==> src/design/ede_pkg.sv <==
`default_nettype none

package ede_pkg;

    // payload widths
    localparam int OP_W   = 2;
    localparam int CHAR_W = 8;
    localparam int DIST_W = 7;

    // opcodes
    localparam logic [OP_W-1:0] OP_SRC  = 2'd0;
    localparam logic [OP_W-1:0] OP_TGT  = 2'd1;
    localparam logic [OP_W-1:0] OP_RUN  = 2'd2;
    localparam logic [OP_W-1:0] OP_NONE = 2'd3;

    // largest distance the result field can carry
    localparam logic [DIST_W-1:0] DIST_MAX = 7'd127;

    // entries in the command queue between front and back
    localparam int QUEUE_DEPTH = 4;

    // one queued command
    typedef struct packed {
        logic [OP_W-1:0]   op;
        logic [CHAR_W-1:0] char_byte;
    } cmd_t;

    // push side of the command queue
    typedef struct packed {
        logic push;
        cmd_t cmd;
    } q_push_t;

    // pop side of the command queue
    typedef struct packed {
        logic avail;
        cmd_t cmd;
    } q_head_t;

endpackage

`default_nettype wire

==> src/design/ede_if.sv <==
`default_nettype none

// input word channel
interface ede_in_if;
    logic                        valid;
    logic                        ready;
    logic [ede_pkg::OP_W-1:0]    opcode;
    logic [ede_pkg::CHAR_W-1:0]  char_byte;

    modport source (output valid, output opcode, output char_byte, input ready);
    modport sink   (input valid, input opcode, input char_byte, output ready);
endinterface

// result word channel
interface ede_out_if;
    logic                        valid;
    logic                        ready;
    logic [ede_pkg::DIST_W-1:0]  distance;
    logic                        overflow;

    modport source (output valid, output distance, output overflow, input ready);
    modport sink   (input valid, input distance, input overflow, output ready);
endinterface

`default_nettype wire

==> src/design/edit_distance_engine_top.sv <==
// Levenshtein edit distance engine.
// in_ch carries command words: opcode 0 appends char_byte to the source
// string, opcode 1 appends it to the target string, opcode 2 computes the
// distance, emits one word on out_ch and clears both strings. Opcode 3 is
// accepted and ignored. Bytes past MAX_LEN are dropped and flagged in the
// overflow bit of the next result.
// A four-entry command queue sits behind in_ch, so words are accepted one
// per cycle while it has room. An append is done in the back end's idle
// state. A compute walks the cost row one cell per cycle through registered
// reads of the target and row stores, turning around through the row-start
// state between rows; with either string empty the walk is skipped. The
// result then sits in an output register until out_ch takes it, while the
// queue keeps filling; a stalled receiver holds back the next compute only.
// Reset clears the queue, both lengths, the overflow flag and the output
// valid bit; the character and row stores need no clearing.
`default_nettype none

module edit_distance_engine_top #(
    parameter int MAX_LEN = 64
) (
    input  logic       clk,
    input  logic       rst_n,
    ede_in_if.sink     in_ch,
    ede_out_if.source  out_ch
);

    ede_pkg::q_push_t q_push;
    ede_pkg::q_head_t q_head;
    logic             q_full;
    logic             q_pop;

    // classify incoming words
    ede_front u_front (
        .in_ch  (in_ch),
        .q_full (q_full),
        .q_push (q_push)
    );

    // command queue
    ede_fifo u_fifo (
        .clk    (clk),
        .rst_n  (rst_n),
        .q_push (q_push),
        .q_full (q_full),
        .q_pop  (q_pop),
        .q_head (q_head)
    );

    // string store and cost-row walker
    ede_back #(
        .MAX_LEN (MAX_LEN)
    ) u_back (
        .clk    (clk),
        .rst_n  (rst_n),
        .q_head (q_head),
        .q_pop  (q_pop),
        .out_ch (out_ch)
    );

endmodule

`default_nettype wire

==> src/design/ede_front.sv <==
`default_nettype none

module ede_front (
    ede_in_if.sink            in_ch,
    input  logic              q_full,
    output ede_pkg::q_push_t  q_push
);

    logic known_op;

    // unused opcode is taken and dropped here
    assign known_op = (in_ch.opcode == ede_pkg::OP_SRC) ||
                      (in_ch.opcode == ede_pkg::OP_TGT) ||
                      (in_ch.opcode == ede_pkg::OP_RUN);

    // accept whenever the queue has room
    assign in_ch.ready = !q_full;

    // forward only meaningful commands
    assign q_push.push          = in_ch.valid && !q_full && known_op;
    assign q_push.cmd.op        = in_ch.opcode;
    assign q_push.cmd.char_byte = in_ch.char_byte;

endmodule

`default_nettype wire

==> src/design/ede_fifo.sv <==
`default_nettype none

module ede_fifo (
    input  logic              clk,
    input  logic              rst_n,
    input  ede_pkg::q_push_t  q_push,
    output logic              q_full,
    input  logic              q_pop,
    output ede_pkg::q_head_t  q_head
);

    localparam int DEPTH = ede_pkg::QUEUE_DEPTH;
    localparam int PW    = (DEPTH > 1) ? $clog2(DEPTH) : 1;
    localparam int CW    = $clog2(DEPTH + 1);

    ede_pkg::cmd_t  slot_reg [DEPTH];
    logic [PW-1:0]  wr_ptr_reg, wr_ptr_next;
    logic [PW-1:0]  rd_ptr_reg, rd_ptr_next;
    logic [CW-1:0]  count_reg, count_next;
    logic           do_push, do_pop;

    assign q_full       = (count_reg == CW'(DEPTH));
    assign q_head.avail = (count_reg != '0);
    assign q_head.cmd   = slot_reg[rd_ptr_reg];

    assign do_push = q_push.push && !q_full;
    assign do_pop  = q_pop && q_head.avail;

    // pointer and count update
    always_comb
    begin
        wr_ptr_next = wr_ptr_reg;
        rd_ptr_next = rd_ptr_reg;
        count_next  = count_reg;
        if (do_push)
        begin
            wr_ptr_next = (wr_ptr_reg == PW'(DEPTH - 1)) ? '0 : wr_ptr_reg + PW'(1);
        end
        if (do_pop)
        begin
            rd_ptr_next = (rd_ptr_reg == PW'(DEPTH - 1)) ? '0 : rd_ptr_reg + PW'(1);
        end
        if (do_push && !do_pop)
        begin
            count_next = count_reg + CW'(1);
        end
        else if (do_pop && !do_push)
        begin
            count_next = count_reg - CW'(1);
        end
    end

    always_ff @(posedge clk or negedge rst_n)
    begin
        if (!rst_n)
        begin
            wr_ptr_reg <= '0;
            rd_ptr_reg <= '0;
            count_reg  <= '0;
        end
        else
        begin
            wr_ptr_reg <= wr_ptr_next;
            rd_ptr_reg <= rd_ptr_next;
            count_reg  <= count_next;
        end
    end

    // queue storage
    always_ff @(posedge clk)
    begin
        if (do_push)
        begin
            slot_reg[wr_ptr_reg] <= q_push.cmd;
        end
    end

endmodule

`default_nettype wire

==> src/design/ede_back.sv <==
`default_nettype none

module ede_back #(
    parameter int MAX_LEN = 64
) (
    input  logic              clk,
    input  logic              rst_n,
    input  ede_pkg::q_head_t  q_head,
    output logic              q_pop,
    ede_out_if.source         out_ch
);

    localparam int AW = (MAX_LEN > 1) ? $clog2(MAX_LEN) : 1;
    localparam int LW = $clog2(MAX_LEN + 1);
    localparam int JW = $clog2(MAX_LEN + 2);

    localparam logic [1:0] S_IDLE = 2'd0;
    localparam logic [1:0] S_ROW  = 2'd1;
    localparam logic [1:0] S_CELL = 2'd2;
    localparam logic [1:0] S_DONE = 2'd3;

    logic [1:0]    state_reg, state_next;
    logic [LW-1:0] src_len_reg, src_len_next;
    logic [LW-1:0] tgt_len_reg, tgt_len_next;
    logic          drop_reg, drop_next;
    logic [LW-1:0] i_reg, i_next;
    logic [JW-1:0] jr_reg, jr_next;
    logic          ev_reg, ev_next;
    logic [LW-1:0] ej_reg, ej_next;
    logic [LW-1:0] diag_reg, diag_next;
    logic [LW-1:0] left_reg, left_next;
    logic [LW-1:0] res_reg, res_next;

    logic                        out_valid_reg, out_valid_next;
    logic [ede_pkg::DIST_W-1:0]  out_dist_reg, out_dist_next;
    logic                        out_ovf_reg, out_ovf_next;

    // character and row stores
    logic [ede_pkg::CHAR_W-1:0] src_mem [MAX_LEN];
    logic [ede_pkg::CHAR_W-1:0] tgt_mem [MAX_LEN];
    logic [LW-1:0]              row_mem [MAX_LEN];
    logic [ede_pkg::CHAR_W-1:0] src_rd_reg;
    logic [ede_pkg::CHAR_W-1:0] tgt_rd_reg;
    logic [LW-1:0]              row_rd_reg;

    logic          src_we, tgt_we, row_we, src_re, col_re;
    logic [AW-1:0] src_waddr, tgt_waddr, row_waddr, src_raddr, col_raddr;
    logic [LW-1:0] i_m1, ej_m1;
    logic [JW-1:0] col_issue, col_m1;
    logic          issue;

    logic [LW-1:0] up;
    logic [LW:0]   up_inc, left_inc, sub_cost, min_a, min_b;
    logic [LW-1:0] best;
    logic          out_free;

    assign out_free = !out_valid_reg || out_ch.ready;

    // one cell of the cost row
    assign up       = (i_reg == LW'(1)) ? ej_reg : row_rd_reg;
    assign up_inc   = {1'b0, up} + (LW+1)'(1);
    assign left_inc = {1'b0, left_reg} + (LW+1)'(1);
    assign sub_cost = {1'b0, diag_reg} + (LW+1)'(src_rd_reg != tgt_rd_reg);
    assign min_a    = (up_inc < left_inc) ? up_inc : left_inc;
    assign min_b    = (min_a < sub_cost) ? min_a : sub_cost;
    assign best     = min_b[LW-1:0];

    // column issue for the next read
    assign col_issue = (state_reg == S_ROW) ? JW'(1) : jr_reg;
    assign col_m1    = col_issue - JW'(1);
    assign col_raddr = col_m1[AW-1:0];
    assign issue     = ((state_reg == S_ROW) ||
                        ((state_reg == S_CELL) && (col_issue <= JW'(tgt_len_reg))));
    assign col_re    = issue;

    assign i_m1      = i_reg - LW'(1);
    assign src_raddr = i_m1[AW-1:0];
    assign src_re    = (state_reg == S_ROW);

    assign ej_m1     = ej_reg - LW'(1);
    assign row_waddr = ej_m1[AW-1:0];
    assign row_we    = (state_reg == S_CELL) && ev_reg;

    assign src_waddr = src_len_reg[AW-1:0];
    assign tgt_waddr = tgt_len_reg[AW-1:0];

    // sequencer
    always_comb
    begin
        state_next     = state_reg;
        src_len_next   = src_len_reg;
        tgt_len_next   = tgt_len_reg;
        drop_next      = drop_reg;
        i_next         = i_reg;
        jr_next        = jr_reg;
        ev_next        = 1'b0;
        ej_next        = ej_reg;
        diag_next      = diag_reg;
        left_next      = left_reg;
        res_next       = res_reg;
        out_valid_next = out_valid_reg && !out_ch.ready;
        out_dist_next  = out_dist_reg;
        out_ovf_next   = out_ovf_reg;
        q_pop          = 1'b0;
        src_we         = 1'b0;
        tgt_we         = 1'b0;

        if (issue)
        begin
            ev_next = 1'b1;
            ej_next = LW'(col_issue);
            jr_next = col_issue + JW'(1);
        end

        unique case (state_reg)
            S_IDLE:
            begin
                if (q_head.avail)
                begin
                    q_pop = 1'b1;
                    unique case (q_head.cmd.op)
                        ede_pkg::OP_SRC:
                        begin
                            if (src_len_reg < LW'(MAX_LEN))
                            begin
                                src_we       = 1'b1;
                                src_len_next = src_len_reg + LW'(1);
                            end
                            else
                            begin
                                drop_next = 1'b1;
                            end
                        end
                        ede_pkg::OP_TGT:
                        begin
                            if (tgt_len_reg < LW'(MAX_LEN))
                            begin
                                tgt_we       = 1'b1;
                                tgt_len_next = tgt_len_reg + LW'(1);
                            end
                            else
                            begin
                                drop_next = 1'b1;
                            end
                        end
                        ede_pkg::OP_RUN:
                        begin
                            if ((src_len_reg == '0) || (tgt_len_reg == '0))
                            begin
                                // one side empty: distance is the other length
                                res_next   = src_len_reg | tgt_len_reg;
                                state_next = S_DONE;
                            end
                            else
                            begin
                                i_next     = LW'(1);
                                state_next = S_ROW;
                            end
                        end
                        default:
                        begin
                            q_pop = 1'b1;
                        end
                    endcase
                end
            end
            S_ROW:
            begin
                // column zero is implicit: diag is i-1, left is i
                diag_next  = i_m1;
                left_next  = i_reg;
                state_next = S_CELL;
            end
            S_CELL:
            begin
                if (ev_reg)
                begin
                    left_next = best;
                    diag_next = up;
                end
                else if (i_reg == src_len_reg)
                begin
                    res_next   = left_reg;
                    state_next = S_DONE;
                end
                else
                begin
                    i_next     = i_reg + LW'(1);
                    state_next = S_ROW;
                end
            end
            S_DONE:
            begin
                if (out_free)
                begin
                    out_valid_next = 1'b1;
                    out_dist_next  = (32'(res_reg) > 32'(ede_pkg::DIST_MAX)) ?
                                     ede_pkg::DIST_MAX : ede_pkg::DIST_W'(res_reg);
                    out_ovf_next   = drop_reg;
                    src_len_next   = '0;
                    tgt_len_next   = '0;
                    drop_next      = 1'b0;
                    state_next     = S_IDLE;
                end
            end
        endcase
    end

    // control state
    always_ff @(posedge clk or negedge rst_n)
    begin
        if (!rst_n)
        begin
            state_reg     <= S_IDLE;
            src_len_reg   <= '0;
            tgt_len_reg   <= '0;
            drop_reg      <= 1'b0;
            ev_reg        <= 1'b0;
            out_valid_reg <= 1'b0;
        end
        else
        begin
            state_reg     <= state_next;
            src_len_reg   <= src_len_next;
            tgt_len_reg   <= tgt_len_next;
            drop_reg      <= drop_next;
            ev_reg        <= ev_next;
            out_valid_reg <= out_valid_next;
        end
    end

    // datapath registers
    always_ff @(posedge clk)
    begin
        i_reg        <= i_next;
        jr_reg       <= jr_next;
        ej_reg       <= ej_next;
        diag_reg     <= diag_next;
        left_reg     <= left_next;
        res_reg      <= res_next;
        out_dist_reg <= out_dist_next;
        out_ovf_reg  <= out_ovf_next;
    end

    // string and row stores with registered reads
    always_ff @(posedge clk)
    begin
        if (src_we)
        begin
            src_mem[src_waddr] <= q_head.cmd.char_byte;
        end
        if (tgt_we)
        begin
            tgt_mem[tgt_waddr] <= q_head.cmd.char_byte;
        end
        if (row_we)
        begin
            row_mem[row_waddr] <= best;
        end
        if (src_re)
        begin
            src_rd_reg <= src_mem[src_raddr];
        end
        if (col_re)
        begin
            tgt_rd_reg <= tgt_mem[col_raddr];
            row_rd_reg <= row_mem[col_raddr];
        end
    end

    assign out_ch.valid    = out_valid_reg;
    assign out_ch.distance = out_dist_reg;
    assign out_ch.overflow = out_ovf_reg;

    // a cell is only in flight while walking a row
    a_ev_in_cell: assert property (@(posedge clk) disable iff (!rst_n)
        ev_reg |-> (state_reg == S_CELL))
        else $error("cell in flight outside row walk");

    // row index stays within the source string
    a_row_range: assert property (@(posedge clk) disable iff (!rst_n)
        ((state_reg == S_ROW) || (state_reg == S_CELL)) |->
        ((i_reg != '0) && (i_reg <= src_len_reg) && (tgt_len_reg != '0)))
        else $error("row index out of range");

    // lengths never pass capacity
    a_len_cap: assert property (@(posedge clk) disable iff (!rst_n)
        (src_len_reg <= LW'(MAX_LEN)) && (tgt_len_reg <= LW'(MAX_LEN)))
        else $error("string length beyond capacity");

    // a finished compute is presented next cycle once the output is free
    a_result_out: assert property (@(posedge clk) disable iff (!rst_n)
        ((state_reg == S_DONE) && out_free) |=> (out_valid_reg && (state_reg == S_IDLE)))
        else $error("result not presented");

endmodule

`default_nettype wire
==> src/flat_wrapper.sv <==
// flat-port wrapper written by rule: the top's interface ports become plain ports
module edit_distance_engine_top_flat 
#(
    parameter int MAX_LEN = 64
)
  (clk, rst_n, in_ch_valid, in_ch_opcode, in_ch_char_byte, in_ch_ready, out_ch_valid, out_ch_distance, out_ch_overflow, out_ch_ready);
  ede_in_if in_ch_i ();
  ede_out_if out_ch_i ();
  input  logic clk;
  input  logic rst_n;
  input wire logic [$bits(in_ch_i.valid)-1:0] in_ch_valid;
  input wire logic [$bits(in_ch_i.opcode)-1:0] in_ch_opcode;
  input wire logic [$bits(in_ch_i.char_byte)-1:0] in_ch_char_byte;
  output wire logic [$bits(in_ch_i.ready)-1:0] in_ch_ready;
  output wire logic [$bits(out_ch_i.valid)-1:0] out_ch_valid;
  output wire logic [$bits(out_ch_i.distance)-1:0] out_ch_distance;
  output wire logic [$bits(out_ch_i.overflow)-1:0] out_ch_overflow;
  input wire logic [$bits(out_ch_i.ready)-1:0] out_ch_ready;
  assign in_ch_i.valid = in_ch_valid;
  assign in_ch_i.opcode = in_ch_opcode;
  assign in_ch_i.char_byte = in_ch_char_byte;
  assign in_ch_ready = in_ch_i.ready;
  assign out_ch_valid = out_ch_i.valid;
  assign out_ch_distance = out_ch_i.distance;
  assign out_ch_overflow = out_ch_i.overflow;
  assign out_ch_i.ready = out_ch_ready;
  edit_distance_engine_top #(.MAX_LEN(MAX_LEN)) u_core (.clk(clk), .rst_n(rst_n), .in_ch(in_ch_i), .out_ch(out_ch_i));
endmodule
==> config.mk <==
export PLATFORM = sky130hd
export DESIGN_NAME = edit_distance_engine_top_flat
export DESIGN_NICKNAME = d
export VERILOG_FILES = /design/src/design/ede_pkg.sv /design/src/design/ede_if.sv /design/src/design/edit_distance_engine_top.sv /design/src/design/ede_front.sv /design/src/design/ede_fifo.sv /design/src/design/ede_back.sv /design/src/flat_wrapper.sv
export SDC_FILE = /design/constraint.sdc
export NUM_CORES = 2
export LEC_CHECK = 0
export BUFFER_PORTS_ARGS = -buffer_cell sky130_fd_sc_hd__buf_4
export CORE_ASPECT_RATIO = 1.4
export CORE_UTILIZATION = 45
export DETAILED_ROUTE_END_ITERATION = 6
export SLEW_MARGIN = 20
export SYNTH_ARGS = -nofsm -noshare
export SYNTH_HDL_FRONTEND = slang
export SYNTH_HIERARCHICAL = 1
export SYNTH_SLANG_ARGS = --single-unit
==> constraint.sdc <==
create_clock -name clk -period 15.5 [get_ports clk]
set_clock_uncertainty 0.05 [all_clocks]
set_input_delay 0.775 -clock clk [delete_from_list [all_inputs] [get_ports clk]]
set_output_delay 0.775 -clock clk [all_outputs]
set_load 0.02 [all_outputs]
==> run_results.csv <==
group,metric,value,unit
yosys,ys_seq_elements,1611,
grt,antenna_found_initial,1,
place,hpwl,96870,um
worst_setup_path,crit_end,"u_core/u_back/row_mem[20][2]",
drt,met1_length,55600,um
sta,final_max_slew_viol_count,0,
finish,drive_gt1_frac,0.2126,
worst_hold_path,hold_start,"in_ch_char_byte[4]",
drt,dr_wl_met3,6859,um
cts,insertion_delay,0.79,ns
worst_setup_path,timing.rr.end,"u_core/u_back/row_mem[20][2]",
finish,reg_top3,"u_core/u_back/src_mem (512), u_core/u_back/tgt_mem (512), u_core/u_back/row_mem (448)",
yosys,synth_commonest_cells,"edfxtp_1, mux4_2, nor2_1, mux2i_1, nand2_1",
yosys,synth-edff-count,1585,
finish,fin_area,71620,um2
grt,globalRouteOverflowTotal,0,
yosys,yosysMostFrequentCell,"edfxtp_1",
cts,cts-htree-levels,4,
worst_setup_path,endpoint_kind,"flip-flop",
sta,fmax,133.0,MHz
cts,cts_setup_buffers,0,
sta,final_hold_viol_count,0,
grt,grt_pass1_wl,220800,um
cts,path_clk_slew,0.06,ns
worst_hold_path,hp-class,"input port to flip-flop",
grt,grt_usage,0.2112,
worst_setup_path,critPathMaxStageDelay,0.93,ns
worst_setup_path,path_class,"flip-flop to flip-flop",
sta,setup_violations,0,
drt,antenna_left,0,
worst_setup_path,crit_family,"compound AO/OA/AOI/OAI gates",
cts,cts-resized-gates,0,
floorplan,die_h,449.6,um
floorplan,die-width,321.7,um
yosys,avgSynthCellArea,20.25,um2
worst_setup_path,critPathMaxFanout,36,
sta,period_share,0.4849,
worst_setup_path,reg2reg_slack,7.98,ns
grt,grt_max_degree,98,
worst_setup_path,cpMostUsedCell,"ha_1",
worst_setup_path,path_buf_inv,3,
yosys,synthArstFlopShare,0.01614,
finish,layout.nets,3291,
grt,grt_pass1_vias,32209,
drt,routedWlPerCell,28.64,um
drt,drc,0,
drt,dr.max_layer_used,"met4",
sta,setup_tns,0,ns
yosys,synth_top_area_share,0.7392,
sta,worst_pin_slew,1.090,ns
cts,max-clock-path-buffers,3,
sta,slew_headroom,0.2716,
floorplan,core_area,141500,um2
yosys,ys_warn_count,6,
floorplan,ios,24,
floorplan,initial_core_util,0.4549,
cts,clock-sinks,1611,
finish,nFillCells,11333,
yosys,synth_area,64390,um2
cts,cts_tree,"built",
cts,clock-root-buffer,"clkbuf_16",
worst_setup_path,reg2regPathDepth,24,
drt,viasPerCell,5.845,
sta,hold_ws,0.1449,ns
worst_setup_path,r2r-start,"u_core/u_back/i_reg[2]",
yosys,yosysTopAreaCell,"edfxtp_1",
place,port_buffers,23,
worst_setup_path,startpoint_type,"flip-flop",
yosys,synth_area_leaders,"edfxtp_1, mux4_2, mux2i_1, nor2_1, dfrtp_1",
sta,rsz0062_at_grt,"false",
finish,area_growth,11.22,%
yosys,synthCells,3180,
place,place.gp.congestion,0.9071,
yosys,synth_nets,3236,
worst_setup_path,slowest_stage,"mux2i_4",
yosys,ys.flop_type,"edfxtp_1",
floorplan,num_rows,163,
drt,wl,150500,um
yosys,netlist-cell-type-count,66,
yosys,ys_seq_area_frac,0.7493,
drt,drtIter0Drc,2841,
place,post_dp_cell_area,66660,um2
sta,period_needed,7.517,ns
flow_run,maxCapViolCount,0,
drt,routed-wl-met2,81220,um
drt,firstDrtPassIters,7,
worst_setup_path,cp.arrival,8.00,ns
outcome,outcome,"finished, final reports clean",
worst_setup_path,crit_cells,24,
cts,numCtsBuffers,153,
finish,final_core_util,0.5060,
worst_setup_path,cp.required,15.98,ns
worst_setup_path,path_cells,"nor4_4 -> nand3b_4 -> o21ai_0 -> ha_1 -> nand3_1 -> nor2_1 -> xnor2_1 -> mux2_2 -> inv_1 -> ha_1 -> nand2_1 -> o21ai_0 -> nor3_1 -> a2bb2oi_4 -> mux2i_1 -> inv_1 -> ha_1 -> o211ai_1 -> a21oi_1 -> nand2_1 -> o211ai_1 -> a21oi_2 -> mux2i_4 -> buf_4",
floorplan,die-area,144600,um2
worst_setup_path,cp-startpoint,"u_core/u_back/i_reg[2]",
drt,num_vias,30712,
-- worst min path at each step --
| stage | depth (start not counted) | to |
|---|---|---|
| 6_report | 1 | u_core/u_fifo/slot_reg[2][4] |
| 5_1_grt | 1 | u_core/u_fifo/slot_reg[1][6] |
| 4_1_cts | 1 | u_core/u_fifo/slot_reg[1][6] |
| 3_5_place_dp | 0 | u_core/u_back/out_ch.distance[1] |
| 3_3_place_gp | 0 | u_core/u_back/out_ch.overflow |
| 2_1_floorplan | 0 | u_core/u_back/out_ch.distance[0] |
-- worst register-to-register path, cell delays in order (launching register included) --
cell and delay, ns:
edfxtp_1 0.58, nor4_4 0.38, nand3b_4 0.26, o21ai_0 0.38, ha_1 0.31, nand3_1 0.15
nor2_1 0.17, xnor2_1 0.14, mux2_2 0.20, inv_1 0.04, ha_1 0.28, nand2_1 0.05
o21ai_0 0.56, nor3_1 0.21, a2bb2oi_4 0.35, mux2i_1 0.39, inv_1 0.11, ha_1 0.29
o211ai_1 0.10, a21oi_1 0.12, nand2_1 0.08, o211ai_1 0.09, a21oi_2 0.50, mux2i_4 0.93
buf_4 0.53
-- cells in the final DEF, fill, tap and decap left out, types with 8 or more instances in the layout --
cell type / n
clkbuf_1: 35
xor2_1: 35
and2_1: 8
a21oi_1: 18
mux2i_1: 147
mux4_4: 8
ha_1: 39
clkinv_2: 17
nand2_1: 108
mux2_2: 8
clkinv_1: 36
o21ai_0: 15
edfxtp_1: 1585
mux4_2: 380
nand3_1: 56
nand4_1: 9
bufinv_16: 12
or3_1: 8
o21a_1: 11
nor3_1: 15
inv_1: 33
clkbuf_16: 157
buf_4: 62
a22oi_1: 60
nor2_1: 253
and4_1: 16
mux2_4: 10
dfrtp_1: 26
a221oi_1: 15
a32oi_1: 15
xnor2_1: 26
-- layer usage --
| layer | up-vias | global-route usage |
|---|---|---|
| met5 | - | 0 |
| met4 | 0 | 0.09531 |
| met3 | 277 | 0.02746 |
| met2 | 985 | 0.3779 |
| met1 | 16322 | 0.2526 |
| li1 | 13128 | - |
-- final cells by class --
cell class | count | area, um2 | area share
clock buffers | 192 | 4060 | 0.05669
diodes | 4 | 10.01 | 0.0001398
flip-flops and latches | 1611 | 48250 | 0.6737
repair buffers | 66 | 526.8 | 0.007355
well taps | 1897 | 2374 | 0.03314
clock inverters | 81 | 823.3 | 0.01150
inverters | 36 | 142.6 | 0.001992
multi-input cells | 1367 | 15430 | 0.2155
-- kinds of logic after synthesis --
kind of cell    count (synthesis)  synth area share
compound gates                167           0.01910
simple gates                  541           0.03869
flops                        1611            0.7493
mux                           554            0.1624
xor+xnor                       63          0.008569
fa+ha+maj                      42          0.008278
buf+inv                       202           0.01370
-- repair_timing --
| item | 4_1_cts | 5_1_grt |
|---|---|---|
| setup endpoints to repair | 0 | 0 |
| hold buffers | 1 | 0 |
| hold endpoints to repair | 26 | 0 |
-- through the flow --
| step | setup slack, ns | instances |
|---|---|---|
| floorplan | 8.091 | 3180 |
| global placement | 8.282 | 4974 |
| detailed placement | 8.039 | 4974 |
| CTS | 8.013 | 5248 |
| global route | 7.611 | 5251 |
| finish | 7.983 | 5254 |
Power is left out: the tool's default activity adds up to more than one toggle a clock period on the data nets, which glitch-free logic cannot reach.
